==> config.mk <==
export PLATFORM = sky130hd
export DESIGN_NAME = ajb_res_q
export DESIGN_NICKNAME = d
export VERILOG_FILES = /design/src/design/ajb_pkg.sv /design/src/design/ajb_res_q.sv
export SDC_FILE = /design/constraint.sdc
export NUM_CORES = 1
export LEC_CHECK = 0
export BUFFER_PORTS_ARGS = -buffer_cell sky130_fd_sc_hd__buf_4
export CORE_MARGIN = 3
export CORE_UTILIZATION = 59
export DETAILED_ROUTE_END_ITERATION = 10
export PLACE_DENSITY = 0.82
export SKIP_LAST_GASP = 1
export SLEW_MARGIN = 25
export SYNTH_ARGS = -nofsm -noshare
export SYNTH_HDL_FRONTEND = slang
export SYNTH_SLANG_ARGS = --single-unit
==> constraint.sdc <==
create_clock -name clk -period 11.34 [get_ports clk]
set_input_delay 3.402 -clock clk [delete_from_list [all_inputs] [get_ports clk]]
set_output_delay 3.402 -clock clk [all_outputs]
set_load 0.02 [all_outputs]
==> src/design/ajb_pkg.sv <==
// Package: sizes, codes and word types of the audio jitter buffer.
`timescale 1ns / 1ps
package ajb_pkg;

  // ring and frame geometry
  localparam int CAPACITY_SAMPLES = 16384;
  localparam int FRAME_SAMPLES    = 64;
  localparam int PTR_W            = $clog2(CAPACITY_SAMPLES);
  localparam int FRAME_W          = $clog2(FRAME_SAMPLES + 1);

  // register widths and reset values
  localparam int HOLD_W  = 14;
  localparam int START_W = 8;
  localparam int CFG_W   = (HOLD_W > START_W) ? HOLD_W : START_W;
  localparam int CFG_IDX_W = 1;
  localparam logic [HOLD_W-1:0]  HOLD_RESET  = HOLD_W'(16000);
  localparam logic [START_W-1:0] START_RESET = START_W'(8);

  // compare widths
  localparam int CMP_W = (PTR_W > HOLD_W) ? PTR_W : HOLD_W;
  localparam int THR_W = START_W + FRAME_W;
  localparam int TC_W  = (PTR_W > THR_W) ? PTR_W : THR_W;

  // register indexes
  localparam logic [CFG_IDX_W-1:0] CFG_MAX_HOLD = 1'b0;
  localparam logic [CFG_IDX_W-1:0] CFG_START    = 1'b1;

  // input action codes
  localparam logic [1:0] ACT_PUSH  = 2'd0;
  localparam logic [1:0] ACT_DRAIN = 2'd1;
  localparam logic [1:0] ACT_CLEAR = 2'd2;

  // result status codes
  localparam logic [1:0] ST_AUDIO = 2'd0;
  localparam logic [1:0] ST_WAIT  = 2'd1;
  localparam logic [1:0] ST_UNDER = 2'd2;

  // queue depths
  localparam int CQ_DEPTH  = 2;
  localparam int CQ_PTR_W  = (CQ_DEPTH > 1) ? $clog2(CQ_DEPTH) : 1;
  localparam int CQ_CNT_W  = $clog2(CQ_DEPTH + 1);
  localparam int RQ_DEPTH  = 4;
  localparam int RQ_PTR_W  = $clog2(RQ_DEPTH);
  localparam int RQ_CNT_W  = $clog2(RQ_DEPTH + 1);

  localparam logic [PTR_W-1:0] CAP_M1  = PTR_W'(CAPACITY_SAMPLES - 1);
  localparam logic [PTR_W:0]   CAP_EXT = (PTR_W + 1)'(CAPACITY_SAMPLES);

  typedef enum logic [1:0] {
    OP_PUSH,
    OP_DRAIN,
    OP_CLEAR
  } op_t;

  // command word from front to back
  typedef struct packed {
    op_t               op;
    logic signed [15:0] sample;
    logic              pend;
  } cmd_t;

  // result word held in the output queue
  typedef struct packed {
    logic [15:0] sample;
    logic [1:0]  status;
    logic        last;
    logic [31:0] under_total;
    logic [31:0] drop_total;
  } res_t;

  // ring position plus one, wrapping at capacity
  function automatic logic [PTR_W-1:0] ptr_inc(input logic [PTR_W-1:0] p);
    return (p == CAP_M1) ? '0 : p + 1'b1;
  endfunction

  // ring position plus an amount below capacity
  function automatic logic [PTR_W-1:0] ptr_add(input logic [PTR_W-1:0] p,
                                               input logic [PTR_W-1:0] amt);
    logic [PTR_W:0] s;
    s = {1'b0, p} + {1'b0, amt};
    if (s >= CAP_EXT) s = s - CAP_EXT;
    return s[PTR_W-1:0];
  endfunction

endpackage

==> src/design/ajb_res_q.sv <==
// Result queue: holds finished result words until the receiver pops them.
`timescale 1ns / 1ps
module ajb_res_q import ajb_pkg::*; (
  input  logic                clk,
  input  logic                rst_n,
  input  logic                push,
  input  res_t                din,
  input  logic                pop,
  output logic                empty,
  output logic [RQ_CNT_W-1:0] level,
  output res_t                head
);

  res_t                q_r [RQ_DEPTH];
  logic [RQ_PTR_W-1:0] wr_r, rd_r;
  logic [RQ_CNT_W-1:0] cnt_r;
  logic                take;

  assign empty = (cnt_r == '0);
  assign level = cnt_r;
  assign head  = q_r[rd_r];
  assign take  = pop && !empty;

  // circular storage; pointers wrap at the power-of-two depth
  always_ff @(posedge clk) begin
    if (!rst_n) begin
      wr_r  <= '0;
      rd_r  <= '0;
      cnt_r <= '0;
    end else begin
      if (push) begin
        q_r[wr_r] <= din;
        wr_r      <= wr_r + 1'b1;
      end
      if (take) rd_r <= rd_r + 1'b1;
      case ({push, take})
        2'b10:   cnt_r <= cnt_r + 1'b1;
        2'b01:   cnt_r <= cnt_r - 1'b1;
        default: cnt_r <= cnt_r;
      endcase
    end
  end

endmodule

==> impl_metrics.ini, run 1 <==
[power]
leakage_nw = 5.02
combPwrFrac_pct = 20.0
power.internal_mw = 2.37
power_density_nw_per_um2 = 209
p_sw_uw = 789
swShare_pct = 25.0
power_frac_seq_pct = 46.9
clockPowerShare_pct = 33.1
peakVddDrop_mv = 0.147

[grt]
antenna_found_initial = 0
grt_max_degree = 77
grt_pass1_wl_mm = 34.1
grt_use_total_pct = 19.9
grt_pass1_vias = 5951
overflow = 0

[synthesis]
netlist_top_cells_area = edfxtp_1 (80%), mux4_2 (15%), dfxtp_1 (1.4%)
syn-mean-instance-area_um2 = 25.8
synth.top_cell.area_share_pct = 80.1
syn_inst = 482
synth_cell_types = 21
synth-async-reset-ratio_pct = 0
yosys.area.top_type = edfxtp_1
ys.flop_type = edfxtp_1
ys_seq_area_share_pct = 81.6
synthesis.nets = 575
synth.cell_area_um2 = 12400
yosys_warnings = 0
synth_edf_count = 332
synth_common_cells = edfxtp_1 (332), mux4_2 (83), buf_2 (9), dfxtp_1 (9), buf_6 (8)
synth_most_common_cell = edfxtp_1
synth_seq_cells = 341

[finish]
multi_input_area_um2 = 2150
nNetsFinal = 771
final_layout_size_suffix_gt1_share_pct = 44.5
area.sequential_um2 = 10200
diodes = 0
fin_util_pct = 73.6
fillCellCount = 1155
syn2layout_area_growth_pct = 21.1

[setup_path]
crit_path_end_kind = primary output
crit_fanout = 48
crit_arrival_ns = 2.84
start_kind = register
required_ns = 7.94
crit_type = register to primary output

[sta]
rsz0062_at_grt = no
fmax_mhz = 160
timing.hold.ws_ns = 0.507
setup_violations = 0
slew-limit-headroom_pct = 45.8
hold_viol_final = 0
worst_pin_slew_ns = 0.813
post-route-min-period_ns = 6.24
fin_crit_sh_pct = 55.1
drv_slew = 0
setup_tns_ns = 0
skew_ns = 0.00892

[cts]
cts_tree = done
cts_setup_buffers = 0
cts_buffer_depth = 3
cts_root_buf = clkbuf_16
cts_hold_buf = 0
clock_latency_ns = 0.50
cts_buffers = 34
cts.reportedPaths.clkPinSlew_ns = 0.06
htreeDepth = 2
clkSinkCount = 341
cts-resized-gates = 0

[die]
die_h_um = 151
fp-row-count = 52
fp.coreArea_um2 = 20500
start_util_pct = 60.7
die_area_um2 = 22900
ios = 174
die_w_um = 151

[route]
vias = 5635
via_per_inst = 5.79
drtIter0Drc = 410
wl_per_cell_um = 23.0
drt_wl_total_mm = 22.4
antenna_left = 0
drt_pass1_iterations = 4
drcViolationCount = 0

[run]
drv_cap = 0

[place]
place.gp.congestion = 0.732
port_buffers = 173
dp_hpwl_mm = 13.3

[hold_path]
hold_path.class = register to register

[status]
status = finished clean
[critical path, stage by stage, from the launching register on]
cell and delay [ns]:
dfxtp_4 0.82, buf_6 0.61, mux4_2 0.64, buf_4 0.19
[metrics by stage]
step | cells | setup slack, ns | power, mW | area, um^2
3_3_place_gp | 912 | 5.27 | 2.13 | 14000
4_1_cts | 973 | 4.73 | 3.19 | 15100
2_1_floorplan | 482 | 5.28 | 1.92 | 12400
5_1_grt | 973 | 4.84 | 3.28 | 15100
6_report | 973 | 5.10 | 3.16 | 15100
3_5_place_dp | 912 | 5.25 | 2.15 | 14000
[state kept, by name (all words and copies together), names as in the netlist, named ones only]
signal / flops
wr_r: 2
q_r: 332
level: 3
rd_r: 2
[kinds of logic (layout without fill, tap and decap cells)]
logic type	Yosys count	count (layout)	share of synthesized area [%]
AOI/OAI and AO/OA	7	7	0.322
xor gates and xnor gates	3	3	0.211
adders and majority gates	6	6	0.664
buffers and inverters	25	246	1.33
DFF	341	341	81.6
muxes	84	84	15.1
and+or+nand+nor	16	16	0.814
[layer usage]
metal | share of wire [%] | wire (um) | track usage, %
met4 | 3.0 | 680 | 6.84
met2 | 52 | 11500 | 32.4
met3 | 7.4 | 1650 | 5.72
met1 | 38 | 8530 | 26.3
met5 | 0 | 0 | 0
[path summary, 6_finish.rpt]
path | start | end | slack, ns | depth (start not counted)
max | register | head[29] | 5.10 | 3
min | rd_r[0] | rd_r[0] | 0.51 | 2
max reg2reg | wr_r[1] | q_r[0][24] | 9.04 | 4
min reg2reg | rd_r[0] | rd_r[0] | 0.51 | 2
[final cells by class]
type | count | share of cell area [%]
sequential | 341 | 67.4
clock buffer | 46 | 6.15
tap | 270 | 2.24
clock inverter | 15 | 0.813
inverter | 6 | 0.149
multi-input combinational | 116 | 14.3
timing repair buffer | 179 | 9.01
[power groups by stage]
stage                     Combinational (mW)  Sequential [mW]  Clock [mW]
after floorplan                        0.444             1.47           0
after global placement                 0.629             1.50           0
after detailed placement               0.643             1.51           0
after CTS                              0.645             1.48        1.07
after global routing                   0.677             1.49        1.11
final                                  0.632             1.48        1.05
[cell usage in the layout (no fill, tap or decap), types with 3 or more instances in the layout]
cell type	Yosys	layout
and2_1	3	3
and3_4	0	4
buf_4	0	175
buf_6	8	4
clkbuf_1	2	10
clkbuf_16	0	35
clkinv_1	0	7
clkinv_2	0	4
dfxtp_1	9	7
edfxtp_1	332	332
ha_1	5	5
inv_1	6	6
mux4_2	83	83
nand2_1	3	3
o21ai_0	5	5
Note: power is estimated with default switching activity, not from simulation.
==> run 2, diff against run 1 <==
ABC_AREA = 1   (was unset)
CORE_UTILIZATION = 51   (was 59)
PLACE_DENSITY = 0.75   (was 0.82)
clock period = 5 ns   (was 11.34 ns; I/O delays follow)
==> impl_metrics.ini, run 2 <==
[finish]
mostFrequentLayoutCells = edfxtp_1 (332), buf_4 (178), nor2_1 (172)
area.sequential_um2 = 10200
final_layout_size_suffix_gt1_share_pct = 22.1
syn2layout_area_growth_pct = 20.2
nNetsFinal = 1130
fin_util_pct = 62.8
fillCellCount = 1785
largest-register = q_r
multi_input_area_um2 = 2230
diodes = 0
layout_commonest_cell = edfxtp_1
largest_register_ffs = 332
fin_cells = 1382

[synthesis]
synth-async-reset-ratio_pct = 0
yosys_warnings = 0
yosys.area.top_type = edfxtp_1
syn_inst = 870
synth_common_cells = edfxtp_1 (332), nor2_1 (176), o21ai_0 (110)
syn-mean-instance-area_um2 = 14.7
ys_seq_area_share_pct = 79.5
synth.cell_area_um2 = 12800
ys.flop_type = edfxtp_1
synth_most_common_cell = edfxtp_1
synth_cell_types = 18
synth_edf_count = 332
synthesis.nets = 963
synth.top_cell.area_share_pct = 78.0
synth_seq_cells = 341
netlist_top_cells_area = edfxtp_1 (78%), nor2_1 (5.2%), o21ai_0 (4.3%)

[cts]
cts.reportedPaths.clkPinSlew_ns = 0.06
htreeDepth = 2
cts_hold_buf = 0
cts_root_buf = clkbuf_16
cts-resized-gates = 0
cts_setup_buffers = 0
cts_buffer_depth = 3
clock_latency_ns = 0.49
cts_buffers = 35
cts_tree = done
clkSinkCount = 341

[route]
drtIter0Drc = 614
drcViolationCount = 0
vias = 7649
via_per_inst = 5.53
drt_pass1_iterations = 5
antenna_left = 0
wl_per_cell_um = 18.9
drt_wl_total_mm = 26.2

[setup_path]
crit_path_end_kind = primary output
crit_fanout = 140
crit_arrival_ns = 2.30
crit_slowest_cell = dfxtp_4
critPathMaxStageDelay_ns = 0.55
crit_path_cell_trace = buf_12 > o21ai_0 > o22ai_1 > buf_4
required_ns = 3.50
start_kind = register
crit_type = register to primary output

[power]
power.internal_mw = 5.14
power_density_nw_per_um2 = 461
clockPowerShare_pct = 33.2
leakage_nw = 5.36
p_sw_mw = 1.94
power_frac_seq_pct = 46.2
peakVddDrop_mv = 0.248
swShare_pct = 27.4
combPwrFrac_pct = 20.6

[grt]
grt_pass1_wl_mm = 39.9
grt_use_total_pct = 19.1
overflow = 0
grt_pass1_vias = 7714
grt_max_degree = 141
antenna_found_initial = 1

[sta]
drv_slew = 0
fmax_mhz = 263
fin_crit_sh_pct = 76.1
post-route-min-period_ns = 3.80
worst_pin_slew_ns = 0.936
setup_violations = 0
hold_viol_final = 0
slew-limit-headroom_pct = 37.6
rsz0062_at_grt = no
skew_ns = 0.0117

[status]
status = finished clean

[die]
die_area_um2 = 27000
die_w_um = 164
start_util_pct = 52.2
die_h_um = 164
ios = 174
fp.coreArea_um2 = 24500
fp-row-count = 57

[run]
drv_cap = 0

[place]
dp.cells = 1324
dp_hpwl_mm = 14.2
place.gp.congestion = 0.765
port_buffers = 173

[hold_path]
hold_path.class = register to register
run 2: cell families after synthesis:
group	after synthesis	synth area share (%)
compound gates	258	10.9
fa+ha+maj	6	0.646
buf+inv	74	3.33
flops	341	79.5
simple gates	191	5.64
run 2: worst max-delay path: cells and delay by family (launching register included):
| kind | cells | cell delay (ns) |
|---|---|---|
| compound gates | 2 | 0.48 |
| buf+inv | 2 | 0.68 |
| flops | 1 | 0.55 |
run 2: area by class of cell:
type                            count  area share, %
Clock buffer                       44           6.20
Clock inverter                     14          0.546
Inverter                           20          0.505
Multi-Input combinational cell    455           14.5
Sequential cell                   341           66.1
Tap cell                          324           2.64
Timing Repair Buffer              184           9.48
run 2: per-stage QoR:
stage | area, um^2 | setup slack [ns] | setup TNS, ns | hold slack, ns | total power, mW
after floorplan | 12800 | -0.578 | -192.00 | 0.459 | 4.24
after global routing | 15400 | 1.02 | 0 | 0.538 | 7.39
after global placement | 14300 | 1.72 | 0 | 0.473 | 4.77
after detailed placement | 14300 | 1.69 | 0 | 0.480 | 4.80
final | 15400 | 1.20 | 0 | 0.492 | 7.08
after CTS | 15400 | 1.17 | 0 | 0.492 | 7.13
run 2: metal layers:
metal / share of wire [%] / routed length [um] / track usage (%) / up-vias
li1: - / - / - / 3597
met3: 8.0 / 2080 / 5.73 / 41
met2: 48 / 12400 / 31.3 / 247
met4: 2.2 / 566 / 5.77 / 2
met5: 0.076 / 20 / 0 / -
met1: 42 / 11100 / 24.7 / 3762
run 2: path summary, 6_finish.rpt:
path	depth (start not counted)	start	to	slack (ns)
max	4	register	head[38]	1.20
min	2	rd_r[1]	register	0.49
max reg2reg	5	wr_r[0]	q_r[0][35]	2.99
min reg2reg	2	rd_r[1]	register	0.49
run 2: power groups by stage:
stage	registers (mW)	logic (mW)	clock network, mW
2_1_floorplan	3.32	0.917	0
3_3_place_gp	3.33	1.44	0
3_5_place_dp	3.33	1.47	0
4_1_cts	3.27	1.47	2.39
5_1_grt	3.28	1.59	2.52
6_report	3.27	1.46	2.35
==> run 3, diff against run 2 <==
clock period = 3.3 ns   (was 5 ns; I/O delays follow)
==> impl_metrics.ini, run 3 (synthesis gave the netlist of run 2 again) <==
[finish]
largest-register = q_r
largest_register_ffs = 332
diodes = 0
layout_commonest_cell = edfxtp_1
final_layout_size_suffix_gt1_share_pct = 23.0
mostFrequentLayoutCells = edfxtp_1 (332), buf_4 (177), nor2_1 (172)
nNetsFinal = 1134
syn2layout_area_growth_pct = 21.0
fin_cells = 1387
fillCellCount = 1752

[sta]
worst_pin_slew_ns = 0.724
slew-limit-headroom_pct = 51.7
fmax_mhz = 320
post-route-min-period_ns = 3.12
rsz0062_at_grt = no
drv_slew = 0
hold_viol_final = 0
skew_ns = 0.00836
timing.hold.ws_ns = 0.534
fin_crit_sh_pct = 94.6
setup_violations = 0

[setup_path]
reg2reg_to = level[2]
crit_arrival_ns = 2.13
crit_fanout = 166
required_ns = 2.31
critPathBufInv = 2
worst-r2r-setup-slack_ns = 1.50
r2r_cells = 13
critPathMaxStageDelay_ns = 0.48
crit_path_end_kind = primary output
crit_type = register to primary output
r2r-start = level[1]
cp.depth = 4
start_kind = register
crit_family = buffers and inverters
crit_path_cell_trace = buf_12 > o21ai_0 > o22ai_1 > buf_4
crit_slowest_cell = buf_12

[route]
drtIter0Drc = 531
drt_pass1_iterations = 4
drt_wl_total_mm = 26.4
vias = 7661
drcViolationCount = 0
wl_per_cell_um = 19.0
antenna_left = 0
via_per_inst = 5.52

[die]
fp.coreArea_um2 = 24500
ios = 174
die_w_um = 164
start_util_pct = 52.2
fp-row-count = 57
die_h_um = 164
die_area_um2 = 27000

[hold_path]
hold_depth = 2
hold_start = wr_r[1]
hold_path.class = register to register
min_to = wr_r[1]

[power]
combPwrFrac_pct = 21.2
leakage_nw = 5.41
power.internal_mw = 7.80
power.total_mw = 10.8
power_density_nw_per_um2 = 697
clockPowerShare_pct = 33.0
swShare_pct = 27.6
peakVddDrop_mv = 0.591
power_frac_seq_pct = 45.8
p_sw_mw = 2.97

[cts]
cts_buffers = 35
cts_buffer_depth = 3
cts_setup_buffers = 0
cts_hold_buf = 0
cts.reportedPaths.clkPinSlew_ns = 0.06
htreeDepth = 2
cts-resized-gates = 0
clkSinkCount = 341
cts_tree = done
cts_root_buf = clkbuf_16
clock_latency_ns = 0.50

[grt]
overflow = 0
grt_use_total_pct = 19.3
antenna_found_initial = 0
grt_max_degree = 167
grt_pass1_wl_mm = 40.4
grt_pass1_vias = 7859

[place]
dp_hpwl_mm = 14.4
dp.cells = 1328
port_buffers = 173
place.gp.congestion = 0.708

[run]
drv_cap = 0

[status]
status = finished clean
run 3: cell types whose count changed in the layout (fill, tap and decap cells not counted), moves of 2 or more:
cell,before,now
clkinv_1,9,4
clkinv_2,4,8
clkbuf_8,0,2
buf_12,6,11
run 3: metrics by stage:
stage	utilization, %	TNS (ns)	area, um^2	worst slack (ns)
finish	63.2	0	15500	0.178
global route	63.2	0	15500	0.0599
CTS	63.2	0	15500	0.200
detailed placement	58.9	0	14400	0.741
global placement	58.9	0	14400	0.788
floorplan	-	-138.84	12800	-0.418
run 3: metal layers:
metal  wire [um]  GRT usage [%]
met1       10700           24.2
met2       12800           32.5
met4         772           7.11
met5           0              0
met3        2130           5.04
run 3: worst min-delay path, cell delays in order (launching register included):
cell and delay [ns]:
dfxtp_1 0.32, inv_1 0.10, a21oi_1 0.07
run 3: how the worst max path moves through the flow:
stage	slack, ns	end
4_1_cts	0.20	head[4]
2_1_floorplan	-0.42	q_r[0][0]
6_report	0.18	head[4]
3_5_place_dp	0.74	head[4]
5_1_grt	0.06	head[3]
3_3_place_gp	0.79	head[3]
run 3: cell type report:
| type | instances | area, um^2 | area share [%] |
|---|---|---|---|
| inverters | 20 | 77.6 | 0.502 |
| clock inverters | 13 | 63.8 | 0.413 |
| repair buffers | 188 | 1550 | 10.0 |
| clock buffers | 46 | 980 | 6.34 |
| multi-input cells | 455 | 2230 | 14.4 |
| well taps | 324 | 405 | 2.62 |
| flip-flops and latches | 341 | 10200 | 65.7 |
run 3: power by group through the flow:
stage / clock network (mW) / registers (mW) / logic [mW]
6_report: 3.56 / 4.93 / 2.29
5_1_grt: 3.82 / 4.94 / 2.47
4_1_cts: 3.64 / 4.93 / 2.31
3_5_place_dp: 0 / 5.02 / 2.30
3_3_place_gp: 0 / 5.02 / 2.26
2_1_floorplan: 0 / 5.03 / 1.39
