===== src/design/ajb_pkg.sv =====
// Package: sizes, codes and word types of the audio jitter buffer.
`timescale 1ns / 1ps
package ajb_pkg;

  // ring and frame geometry
  localparam int CAPACITY_SAMPLES = 16384;
  localparam int FRAME_SAMPLES    = 64;
  localparam int PTR_W            = $clog2(CAPACITY_SAMPLES);
  localparam int FRAME_W          = $clog2(FRAME_SAMPLES + 1);

  // register widths and reset values
  localparam int HOLD_W  = 14;
  localparam int START_W = 8;
  localparam int CFG_W   = (HOLD_W > START_W) ? HOLD_W : START_W;
  localparam int CFG_IDX_W = 1;
  localparam logic [HOLD_W-1:0]  HOLD_RESET  = HOLD_W'(16000);
  localparam logic [START_W-1:0] START_RESET = START_W'(8);

  // compare widths
  localparam int CMP_W = (PTR_W > HOLD_W) ? PTR_W : HOLD_W;
  localparam int THR_W = START_W + FRAME_W;
  localparam int TC_W  = (PTR_W > THR_W) ? PTR_W : THR_W;

  // register indexes
  localparam logic [CFG_IDX_W-1:0] CFG_MAX_HOLD = 1'b0;
  localparam logic [CFG_IDX_W-1:0] CFG_START    = 1'b1;

  // input action codes
  localparam logic [1:0] ACT_PUSH  = 2'd0;
  localparam logic [1:0] ACT_DRAIN = 2'd1;
  localparam logic [1:0] ACT_CLEAR = 2'd2;

  // result status codes
  localparam logic [1:0] ST_AUDIO = 2'd0;
  localparam logic [1:0] ST_WAIT  = 2'd1;
  localparam logic [1:0] ST_UNDER = 2'd2;

  // queue depths
  localparam int CQ_DEPTH  = 2;
  localparam int CQ_PTR_W  = (CQ_DEPTH > 1) ? $clog2(CQ_DEPTH) : 1;
  localparam int CQ_CNT_W  = $clog2(CQ_DEPTH + 1);
  localparam int RQ_DEPTH  = 4;
  localparam int RQ_PTR_W  = $clog2(RQ_DEPTH);
  localparam int RQ_CNT_W  = $clog2(RQ_DEPTH + 1);

  localparam logic [PTR_W-1:0] CAP_M1  = PTR_W'(CAPACITY_SAMPLES - 1);
  localparam logic [PTR_W:0]   CAP_EXT = (PTR_W + 1)'(CAPACITY_SAMPLES);

  typedef enum logic [1:0] {
    OP_PUSH,
    OP_DRAIN,
    OP_CLEAR
  } op_t;

  // command word from front to back
  typedef struct packed {
    op_t               op;
    logic signed [15:0] sample;
    logic              pend;
  } cmd_t;

  // result word held in the output queue
  typedef struct packed {
    logic [15:0] sample;
    logic [1:0]  status;
    logic        last;
    logic [31:0] under_total;
    logic [31:0] drop_total;
  } res_t;

  // ring position plus one, wrapping at capacity
  function automatic logic [PTR_W-1:0] ptr_inc(input logic [PTR_W-1:0] p);
    return (p == CAP_M1) ? '0 : p + 1'b1;
  endfunction

  // ring position plus an amount below capacity
  function automatic logic [PTR_W-1:0] ptr_add(input logic [PTR_W-1:0] p,
                                               input logic [PTR_W-1:0] amt);
    logic [PTR_W:0] s;
    s = {1'b0, p} + {1'b0, amt};
    if (s >= CAP_EXT) s = s - CAP_EXT;
    return s[PTR_W-1:0];
  endfunction

endpackage


===== src/design/ajb_front.sv =====
// Front end: accepts input words, decodes the action and queues commands.
`timescale 1ns / 1ps
module ajb_front import ajb_pkg::*; (
  input  logic              clk,
  input  logic              rst_n,
  input  logic              in_push,
  output logic              in_full,
  input  logic [1:0]        in_action,
  input  logic signed [15:0] in_sample,
  input  logic              in_packet_end,
  output logic              cmd_valid,
  output cmd_t              cmd,
  input  logic              cmd_pop
);

  cmd_t                q_r [CQ_DEPTH];
  logic [CQ_PTR_W-1:0] wr_r, rd_r;
  logic [CQ_CNT_W-1:0] cnt_r;
  logic                acc, keep, take;
  cmd_t                dec;

  assign in_full   = (cnt_r == CQ_CNT_W'(CQ_DEPTH));
  assign cmd_valid = (cnt_r != '0);
  assign cmd       = q_r[rd_r];
  assign acc       = in_push && !in_full;
  assign take      = cmd_pop && cmd_valid;

  // classify the action; unknown codes are swallowed
  always_comb begin
    dec.sample = in_sample;
    dec.pend   = in_packet_end;
    dec.op     = OP_PUSH;
    keep       = 1'b1;
    case (in_action)
      ACT_PUSH:  dec.op = OP_PUSH;
      ACT_DRAIN: dec.op = OP_DRAIN;
      ACT_CLEAR: dec.op = OP_CLEAR;
      default:   keep = 1'b0;
    endcase
  end

  function automatic logic [CQ_PTR_W-1:0] qinc(input logic [CQ_PTR_W-1:0] p);
    return (p == CQ_PTR_W'(CQ_DEPTH - 1)) ? '0 : p + 1'b1;
  endfunction

  // command queue
  always_ff @(posedge clk) begin
    if (!rst_n) begin
      wr_r  <= '0;
      rd_r  <= '0;
      cnt_r <= '0;
    end else begin
      if (acc && keep) begin
        q_r[wr_r] <= dec;
        wr_r      <= qinc(wr_r);
      end
      if (take) rd_r <= qinc(rd_r);
      case ({acc && keep, take})
        2'b10:   cnt_r <= cnt_r + 1'b1;
        2'b01:   cnt_r <= cnt_r - 1'b1;
        default: cnt_r <= cnt_r;
      endcase
    end
  end

endmodule


===== config.mk =====
export PLATFORM = sky130hd
export DESIGN_NAME = ajb_front
export DESIGN_NICKNAME = d
export VERILOG_FILES = /design/src/design/ajb_pkg.sv /design/src/design/ajb_front.sv
export SDC_FILE = /design/constraint.sdc
export NUM_CORES = 1
export LEC_CHECK = 0
export ABC_CLOCK_PERIOD_IN_PS = 5600
export BUFFER_PORTS_ARGS = -buffer_cell sky130_fd_sc_hd__buf_4
export CORE_UTILIZATION = 54
export CTS_CLUSTER_SIZE = 20
export DETAILED_ROUTE_END_ITERATION = 8
export PLACE_DENSITY_LB_ADDON = 0.3
export SYNTH_ARGS = -nofsm -noshare
export SYNTH_HDL_FRONTEND = slang
export SYNTH_SLANG_ARGS = --single-unit

===== constraint.sdc =====
create_clock -name clk -period 5.6 [get_ports clk]
set_clock_uncertainty 0.1 [all_clocks]
set_input_delay 1.12 -clock clk [delete_from_list [all_inputs] [get_ports clk]]
set_output_delay 1.12 -clock clk [all_outputs]
set_load 0.05 [all_outputs]

==> impl_metrics.yaml, run 1 <==
layout:
  drive_gt1_share_pct: 52.9
  syn_to_final_growth_pct: 26.5
  fill_cells: 171
  final-seq-area_mm2: 0.00124
  n_antenna_cell: 0
  nets: 161
  multiInputGateArea_um2: 358
  fin_area_mm2: 0.00204
floorplan:
  core_mm2: 0.00278
  row_count: 19
  ios: 44
  die-height_um: 56.6
  initial_core_util_pct: 57.8
  dieArea_mm2: 0.00320
  die_w_um: 56.6
setup_path:
  critical_path_class: "reg -> out"
  path_delay_family: "flip-flops"
  cp_data_arrival_time_ps: 1810
  required_ps: 4380
  path_buf_inv: 1
  crit_chain: "mux2_2 > buf_4"
  reg2reg_depth: 3
  cp-start-kind: "flip-flop"
  r2r-start: "cnt_r[0]"
  crit_fanout: 19
  r2r_end: "q_r[0][3]"
  critPathCaptureType: "primary output"
  slowest_delay_ps: 860
  reg2reg_setup_slack_ps: 3540
  slowest_stage: "dfxtp_1"
  cp-endpoint: "cmd[4]"
  crit_cells: 2
power_and_ir_drop:
  power_density_mw_per_mm2: 444
  seqPwrFrac_pct: 45.6
  power.switching_w: 0.000333
  clkPwrFrac_pct: 16.7
  power_frac_comb_pct: 37.6
  irDropWorstVdd_mv: 0.489
  p_leak_nw: 0.771
  p_int_w: 0.000570
  switching_share_pct: 36.9
cts:
  cts_max_path_buffers: 2
  postCtsSetupBuffers: 0
  tritoncts: "built"
  root_buffer: "clkbuf_4"
  hold_buffers: 0
  numCtsBuffers: 5
  cts.reportedPaths.clkPinSlew_ps: 100
  cts.sinks: 43
  h-tree-depth: 2
  insertion_delay_ps: 340
  ctsResizeCount: 0
detailed_routing:
  vias: 861
  wl_per_cell_um: 14.7
  ant_nets: 0
  post-route-drc-count: 0
  first_pass_iters: 3
  drt_iter0_drc: 4
  vias_per_cell: 5.09
  totalWireLength_um: 2490
synthesis:
  async_reset_ff_share_pct: 0
  ys_ff_latch: 43
  ys_top_cells_by_area: "edfxtp_1 71%, mux2_2 13%, dfxtp_1 6.2%, nor2b_1 1.2%, xnor2_1 1.1%"
  yosysSeqAreaShare_pct: 77.1
  synth_commonest_cells: "38 x edfxtp_1, 19 x mux2_2, 5 x dfxtp_1, 4 x nor2_1"
  yosysWarnings: 0
  yosys.area.top_type: "edfxtp_1"
  synth_top_cell_area_share_pct: 70.9
  syn_nets: 112
  ys.flop_type: "edfxtp_1"
  synth_edf_count: 38
  synthCells: 88
  synth.avg_cell_area_um2: 18.3
  synth_area_mm2: 0.00161
  synth_most_common_cell: "edfxtp_1"
  ys_types: 19
run:
  max_cap_viol_count: 0
global_routing:
  grt_pass1_wl_um: 4070
  grt_max_degree: 20
  grt_pass1_vias: 891
  track_usage_pct: 17.8
  antenna_found_initial: 0
  globalRouteOverflowTotal: 0
placed_design:
  placed_area_mm2: 0.00198
  hpwlAfterDp_um: 1690
  io_buffer_count: 43
  globalplace.congestion: 0.636
sta:
  drv_slew: 0
  worst_slew_pin_slew_ps: 953
  rsz0062_at_grt: "false"
  finalSetupTns_ps: 0
  fin_crit_ps: 3030
  fmax_mhz: 330
  finalCritPeriodShare_pct: 54.2
  finalSetupViolCount: 0
  hold_ws_ps: 375
  hold_viol: 0
  maxSlewHeadroom_pct: 36.4
worst_hold_path:
  whs_path_depth: 2
  hold_class: "reg -> reg"
run_status:
  run_status: "complete, no violations"
## metal layers
layer	global-route usage [%]	wire length, um
met5	0	0
met2	29.2	1330
met3	5.30	116
met4	9.41	38
met1	21.0	1000
## worst min-delay path by stage
stage / from / to / slack, ps
3_3_place_gp: wr_r / wr_r / 350
5_1_grt: wr_r / wr_r / 420
3_5_place_dp: wr_r / wr_r / 360
4_1_cts: wr_r / wr_r / 380
6_report: wr_r / wr_r / 370
2_1_floorplan: wr_r / wr_r / 340
## power by group through the flow
stage	Combinational (W)	Sequential (W)	Clock, W
floorplan	0.000268	0.000398	0
global placement	0.000336	0.000418	0
detailed placement	0.000341	0.000421	0
CTS	0.000342	0.000413	0.000157
global route	0.000354	0.000418	0.000169
finish	0.000340	0.000412	0.000151
## layout make-up
type	instances	share of cell area, %
Inverter	2	0.369
Timing Repair Buffer	44	16.2
Tap cell	31	1.91
Sequential cell	43	61.0
Clock inverter	1	0.246
Clock buffer	7	2.70
Multi-Input combinational cell	41	17.6
## tightest hold or removal path, cell delays in order, from the launching register on
cell	delay [ps]
dfxtp_1	320
nand2_1	50
mux2i_1	60
## flip-flops by register name, indices dropped and copies added (netlist names), named ones only
signal and cells:
q_r 38, cnt_r 2, rd_r 1, wr_r 1
## cells in the final DEF, fill, tap and decap left out, types with 2 or more instances in the layout
cell type,Yosys,routed
dfxtp_1,5,5
mux2_2,19,19
edfxtp_1,38,38
nor2_1,4,3
nand2_1,3,3
inv_1,2,2
buf_4,0,44
nor2b_1,3,3
clkbuf_4,0,5
xnor2_1,2,2
## per-stage QoR
step | total power (W) | util (%) | instances | setup WS (ps)
after floorplan | 0.000666 | - | 88 | 2410
after global placement | 0.000755 | 71.0 | 161 | 2870
after detailed placement | 0.000762 | 71.0 | 161 | 2790
after CTS | 0.000913 | 73.2 | 169 | 2510
after global routing | 0.000942 | 73.2 | 169 | 2440
final | 0.000903 | 73.2 | 169 | 2570
## kinds of logic (layout without fill, tap and decap cells)
kind of cell / Yosys count / after routing / synth area share, %
and+or+nand+nor: 14 / 14 / 4.35
muxes: 20 / 20 / 13.9
adders and majority gates: 1 / 1 / 0.777
buffers and inverters: 4 / 54 / 1.09
DFF: 43 / 43 / 77.1
AOI/OAI and AO/OA: 3 / 3 / 1.09
xor gates and xnor gates: 3 / 3 / 1.63
Note: power is estimated with default switching activity, not from simulation.
==> inputs of run 2 (changes only) <==
--- a/config.mk
+++ b/config.mk
@@ -5,9 +5,9 @@
 export SDC_FILE = /design/constraint.sdc
 export NUM_CORES = 1
 export LEC_CHECK = 0
-export ABC_CLOCK_PERIOD_IN_PS = 5600
+export ABC_CLOCK_PERIOD_IN_PS = 2890
 export BUFFER_PORTS_ARGS = -buffer_cell sky130_fd_sc_hd__buf_4
-export CORE_UTILIZATION = 54
+export CORE_UTILIZATION = 50
 export CTS_CLUSTER_SIZE = 20
 export DETAILED_ROUTE_END_ITERATION = 8
 export PLACE_DENSITY_LB_ADDON = 0.3
==> constraint.sdc (replaced) <==
create_clock -name clk -period 2.89 [get_ports clk]
set_clock_uncertainty 0.1 [all_clocks]
set_input_delay 0.578 -clock clk [delete_from_list [all_inputs] [get_ports clk]]
set_output_delay 0.578 -clock clk [all_outputs]
set_load 0.05 [all_outputs]
==> run 2 against run 1 <==
  * Utilization down 5.8 points
  * Critical path depth up 1
  * Final cell count up 8.9%
  * Setup slack worse by 2100 ps
  * Die area up 7.7%
==> impl_metrics.yaml, run 2 (same netlist as run 1, synthesis figures left out) <==
setup_path:
  required_ps: 2210
  cp_data_arrival_time_ps: 1780
  cp-start-kind: "flip-flop"
  critPathCaptureType: "primary output"
  critical_path_class: "reg -> out"
  r2r-start: "cnt_r[0]"
  crit_fanout: 11
  reg2reg_setup_slack_ps: 1060
layout:
  final_common_cell: "buf_4"
  regMostFlops: "q_r"
  largest_reg_flops: 38
  drive_gt1_share_pct: 52.9
  nets: 163
  final_cell_mix: "46 x buf_4, 38 x edfxtp_1, 19 x mux2_2, 5 x dfxtp_1, 5 x clkbuf_4"
  reg_top3: "q_r: 38 flops, cnt_r: 2 flops"
  fill_cells: 236
  n_antenna_cell: 0
  syn_to_final_growth_pct: 27.8
  final_core_util_pct: 67.4
detailed_routing:
  first_pass_iters: 4
  drt_iter0_drc: 18
  wl_per_cell_um: 14.0
  totalWireLength_um: 2580
  post-route-drc-count: 0
  ant_nets: 0
  vias: 901
  vias_per_cell: 4.90
run:
  max_cap_viol_count: 0
cts:
  numCtsBuffers: 5
  h-tree-depth: 2
  ctsResizeCount: 0
  tritoncts: "built"
  insertion_delay_ps: 340
  cts_max_path_buffers: 2
  root_buffer: "clkbuf_4"
  postCtsSetupBuffers: 0
  hold_buffers: 0
  cts.reportedPaths.clkPinSlew_ps: 110
  cts.sinks: 43
sta:
  fmax_mhz: 406
  maxSlewHeadroom_pct: 69.8
  fin_crit_ps: 2460
  finalCritPeriodShare_pct: 85.1
  finalSetupTns_ps: 0
  drv_slew: 0
  hold_viol: 0
  worst_slew_pin_slew_ps: 453
  finalSetupViolCount: 0
  rsz0062_at_grt: "false"
placed_design:
  io_buffer_count: 43
  hpwlAfterDp_um: 1840
  globalplace.congestion: 0.643
power_and_ir_drop:
  irDropWorstVdd_mv: 0.542
  p_leak_nw: 0.776
  power_density_mw_per_mm2: 842
global_routing:
  grt_pass1_vias: 905
  globalRouteOverflowTotal: 0
  grt_max_degree: 20
  grt_pass1_wl_um: 3930
  antenna_found_initial: 0
  track_usage_pct: 16.6
floorplan:
  dieArea_mm2: 0.00345
  die-height_um: 58.7
  ios: 44
  initial_core_util_pct: 52.7
  row_count: 20
  die_w_um: 58.7
  core_mm2: 0.00305
worst_hold_path:
  hold_class: "in -> reg"
  min-delay-start: "in_sample[6]"
run_status:
  run_status: "complete, no violations"
run 2: metal layers:
metal / up-vias / track usage, % / wire length, um
li1: 433 / - / -
met1: 437 / 17.3 / 957
met2: 25 / 27.9 / 1430
met3: 6 / 7.47 / 139
met4: 0 / 9.18 / 54
met5: - / 0 / 0
run 2: power by group:
group          leakage (nW)  internal [W]  switching [W]  total, W
combinational         0.358      0.000255       0.000425  0.000681
sequential            0.389      0.000738      0.0000456  0.000783
clock                0.0293     0.0000949       0.000174  0.000269
run 2: final cells by class:
class	instances	area (um^2)	area share (%)
clock inverters	1	5.00	0.243
inverters	2	7.51	0.365
well taps	44	55.1	2.68
flip-flops and latches	43	1240	60.3
multi-input cells	41	358	17.4
repair buffers	46	345	16.8
clock buffers	7	45.0	2.19
run 2: worst paths after layout:
check | depth (start not counted) | end
worst max-delay path | 3 | cmd[17]
worst min-delay path | 1 | q_r[0][7]
worst max register to register | 5 | cnt_r[1]
worst min register to register | 2 | wr_r
run 2: critical path, stage by stage, from the launching register on:
cell	delay, ps
dfxtp_1	620
buf_4	270
mux2_2	360
buf_4	190
run 2: stage by stage:
step | setup WS (ps) | hold WS [ps] | instance area (um^2) | std cells | total power [W]
after floorplan | 89.3 | 338 | 1610 | 88 | 0.00129
after global routing | 298 | 274 | 2060 | 184 | 0.00180
after detailed placement | 778 | 355 | 2010 | 176 | 0.00148
after CTS | 374 | 293 | 2060 | 184 | 0.00175
after global placement | 815 | 347 | 2010 | 176 | 0.00147
final | 430 | 306 | 2060 | 184 | 0.00173
==> inputs of run 3 (changes only) <==
--- a/config.mk
+++ b/config.mk
@@ -6,7 +6,7 @@
 export NUM_CORES = 1
 export LEC_CHECK = 0
 export ABC_CLOCK_PERIOD_IN_PS = 2890
-export BUFFER_PORTS_ARGS = -buffer_cell sky130_fd_sc_hd__buf_4
+export BUFFER_PORTS_ARGS = -buffer_cell sky130_fd_sc_hd__buf_2
 export CORE_UTILIZATION = 50
 export CTS_CLUSTER_SIZE = 20
 export DETAILED_ROUTE_END_ITERATION = 8
==> run 3 against run 2 <==
  * Routed wire length decreased by 3.1%
  * Total power down 4.1%
  * Count of clock-buffer cells in the layout down 2
  * Utilization is 3.6 points lower
  * Final cell count fell by 0.54%
  * Fmax grew 1.6%
  * Non-clock buffer count stayed put
  * Die area did not move
  * Largest power group unchanged
==> impl_metrics.yaml, run 3 (same netlist as run 1, synthesis figures left out) <==
setup_path:
  slowest_delay_ps: 540
  reg2reg_setup_slack_ps: 1050
  r2r-start: "cnt_r[0]"
  r2r_end: "cnt_r[1]"
  slowest_stage: "dfxtp_1"
  crit_chain: "buf_4 > mux2_2 > buf_2"
  critPathCaptureType: "primary output"
  critical_path_class: "reg -> out"
  cp-start-kind: "flip-flop"
  required_ps: 2210
  reg2reg_depth: 5
  crit_fanout: 12
  cp_data_arrival_time_ps: 1740
placed_design:
  hpwlAfterDp_um: 1810
  globalplace.congestion: 0.654
  post-place-cells: 176
  post-place-ws_ps: 825
  io_buffer_count: 43
layout:
  final_common_cell: "buf_2"
  finalNonFillerCells: 183
  drive_gt1_share_pct: 53.2
  largest_reg_flops: 38
  nets: 163
  final_cell_mix: "43 x buf_2, 38 x edfxtp_1, 19 x mux2_2, 5 x dfxtp_1, 5 x clkbuf_4"
  regMostFlops: "q_r"
  n_antenna_cell: 0
  reg_top3: "q_r: 38 flops, cnt_r: 2 flops"
  syn_to_final_growth_pct: 20.9
run_status:
  run_status: "complete, no violations"
global_routing:
  globalRouteOverflowTotal: 0
  grt_pass1_wl_um: 3690
  grt_max_degree: 20
  antenna_found_initial: 0
  track_usage_pct: 16.3
  grt_pass1_vias: 838
sta:
  layout_setup_ws_ps: 470
  maxSlewHeadroom_pct: 76.8
  finalCritPeriodShare_pct: 83.8
  finalSetupTns_ps: 0
  drv_slew: 0
  fin_crit_ps: 2420
  hold_viol: 0
  fmax_mhz: 413
  finalSetupViolCount: 0
  rsz0062_at_grt: "false"
  worst_slew_pin_slew_ps: 348
power_and_ir_drop:
  power_density_mw_per_mm2: 854
  irDropWorstVdd_mv: 0.589
  p_leak_nw: 0.739
cts:
  ctsResizeCount: 0
  numCtsBuffers: 5
  tritoncts: "built"
  h-tree-depth: 2
  postCtsSetupBuffers: 0
  cts.reportedPaths.clkPinSlew_ps: 110
  insertion_delay_ps: 340
  cts.sinks: 43
  root_buffer: "clkbuf_4"
  hold_buffers: 0
  cts_max_path_buffers: 2
run:
  max_cap_viol_count: 0
detailed_routing:
  first_pass_iters: 4
  vias_per_cell: 4.79
  post-route-drc-count: 0
  vias: 877
  ant_nets: 0
  wl_per_cell_um: 13.7
  drt_iter0_drc: 25
  totalWireLength_um: 2500
floorplan:
  initial_core_util_pct: 52.7
  ios: 44
  row_count: 20
  dieArea_mm2: 0.00345
  die-height_um: 58.7
  die_w_um: 58.7
  core_mm2: 0.00305
worst_hold_path:
  min-delay-start: "in_sample[5]"
  whs_path_depth: 1
  hold_class: "in -> reg"
  min_to: "q_r[1][6]"
==> run 3: final cells by class <==
class,instances,area (um^2)
flip-flops and latches,43,1240
clock buffers,5,37.5
inverters,2,7.51
well taps,44,55.1
multi-input cells,41,358
repair buffers,46,238
clock inverters,2,8.76
fillers,250,1110
==> run 3: per-layer routing <==
layer	share of wire, %	global-route usage, %	vias up
li1	-	-	432
met5	0	0	-
met3	4.9	4.84	7
met1	38	16.6	409
met2	55	27.9	29
met4	2.6	12.2	0
==> run 3: worst max-delay path by stage <==
| stage | start | endpoint | slack [ps] | cells past startpoint |
|---|---|---|---|---|
| 6_report | flip-flop | cmd[17] | 470 | 3 |
| 5_1_grt | flip-flop | cmd[17] | 360 | 3 |
| 3_5_place_dp | flip-flop | cmd[17] | 820 | 3 |
| 3_3_place_gp | flip-flop | cmd[17] | 880 | 3 |
| 2_1_floorplan | cnt_r[0] | q_r[1][0] | 90 | 3 |
| 4_1_cts | flip-flop | cmd[17] | 430 | 3 |
==> run 3: stage by stage <==
step / cell area, um^2 / total power [W] / hold WS (ps) / util [%]
after floorplan: 1610 / 0.00129 / 338 / -
after global placement: 1900 / 0.00141 / 346 / 62.2
after global routing: 1950 / 0.00174 / 286 / 63.7
after CTS: 1950 / 0.00168 / 301 / 63.7
after detailed placement: 1900 / 0.00143 / 357 / 62.2
final: 1950 / 0.00166 / 308 / 63.7
==> run 3: critical path: cells and delay by family, from the launching register on <==
family / cells / cell delay, ps
muxes: 1 / 370
DFF: 1 / 540
buffers and inverters: 2 / 490
==> run 3: power by group <==
part,switching [W],total [W],internal (W)
clock network,0.000168,0.000254,0.0000862
registers,0.0000397,0.000777,0.000738
logic,0.000430,0.000630,0.000200
total,0.000637,0.00166,0.00102
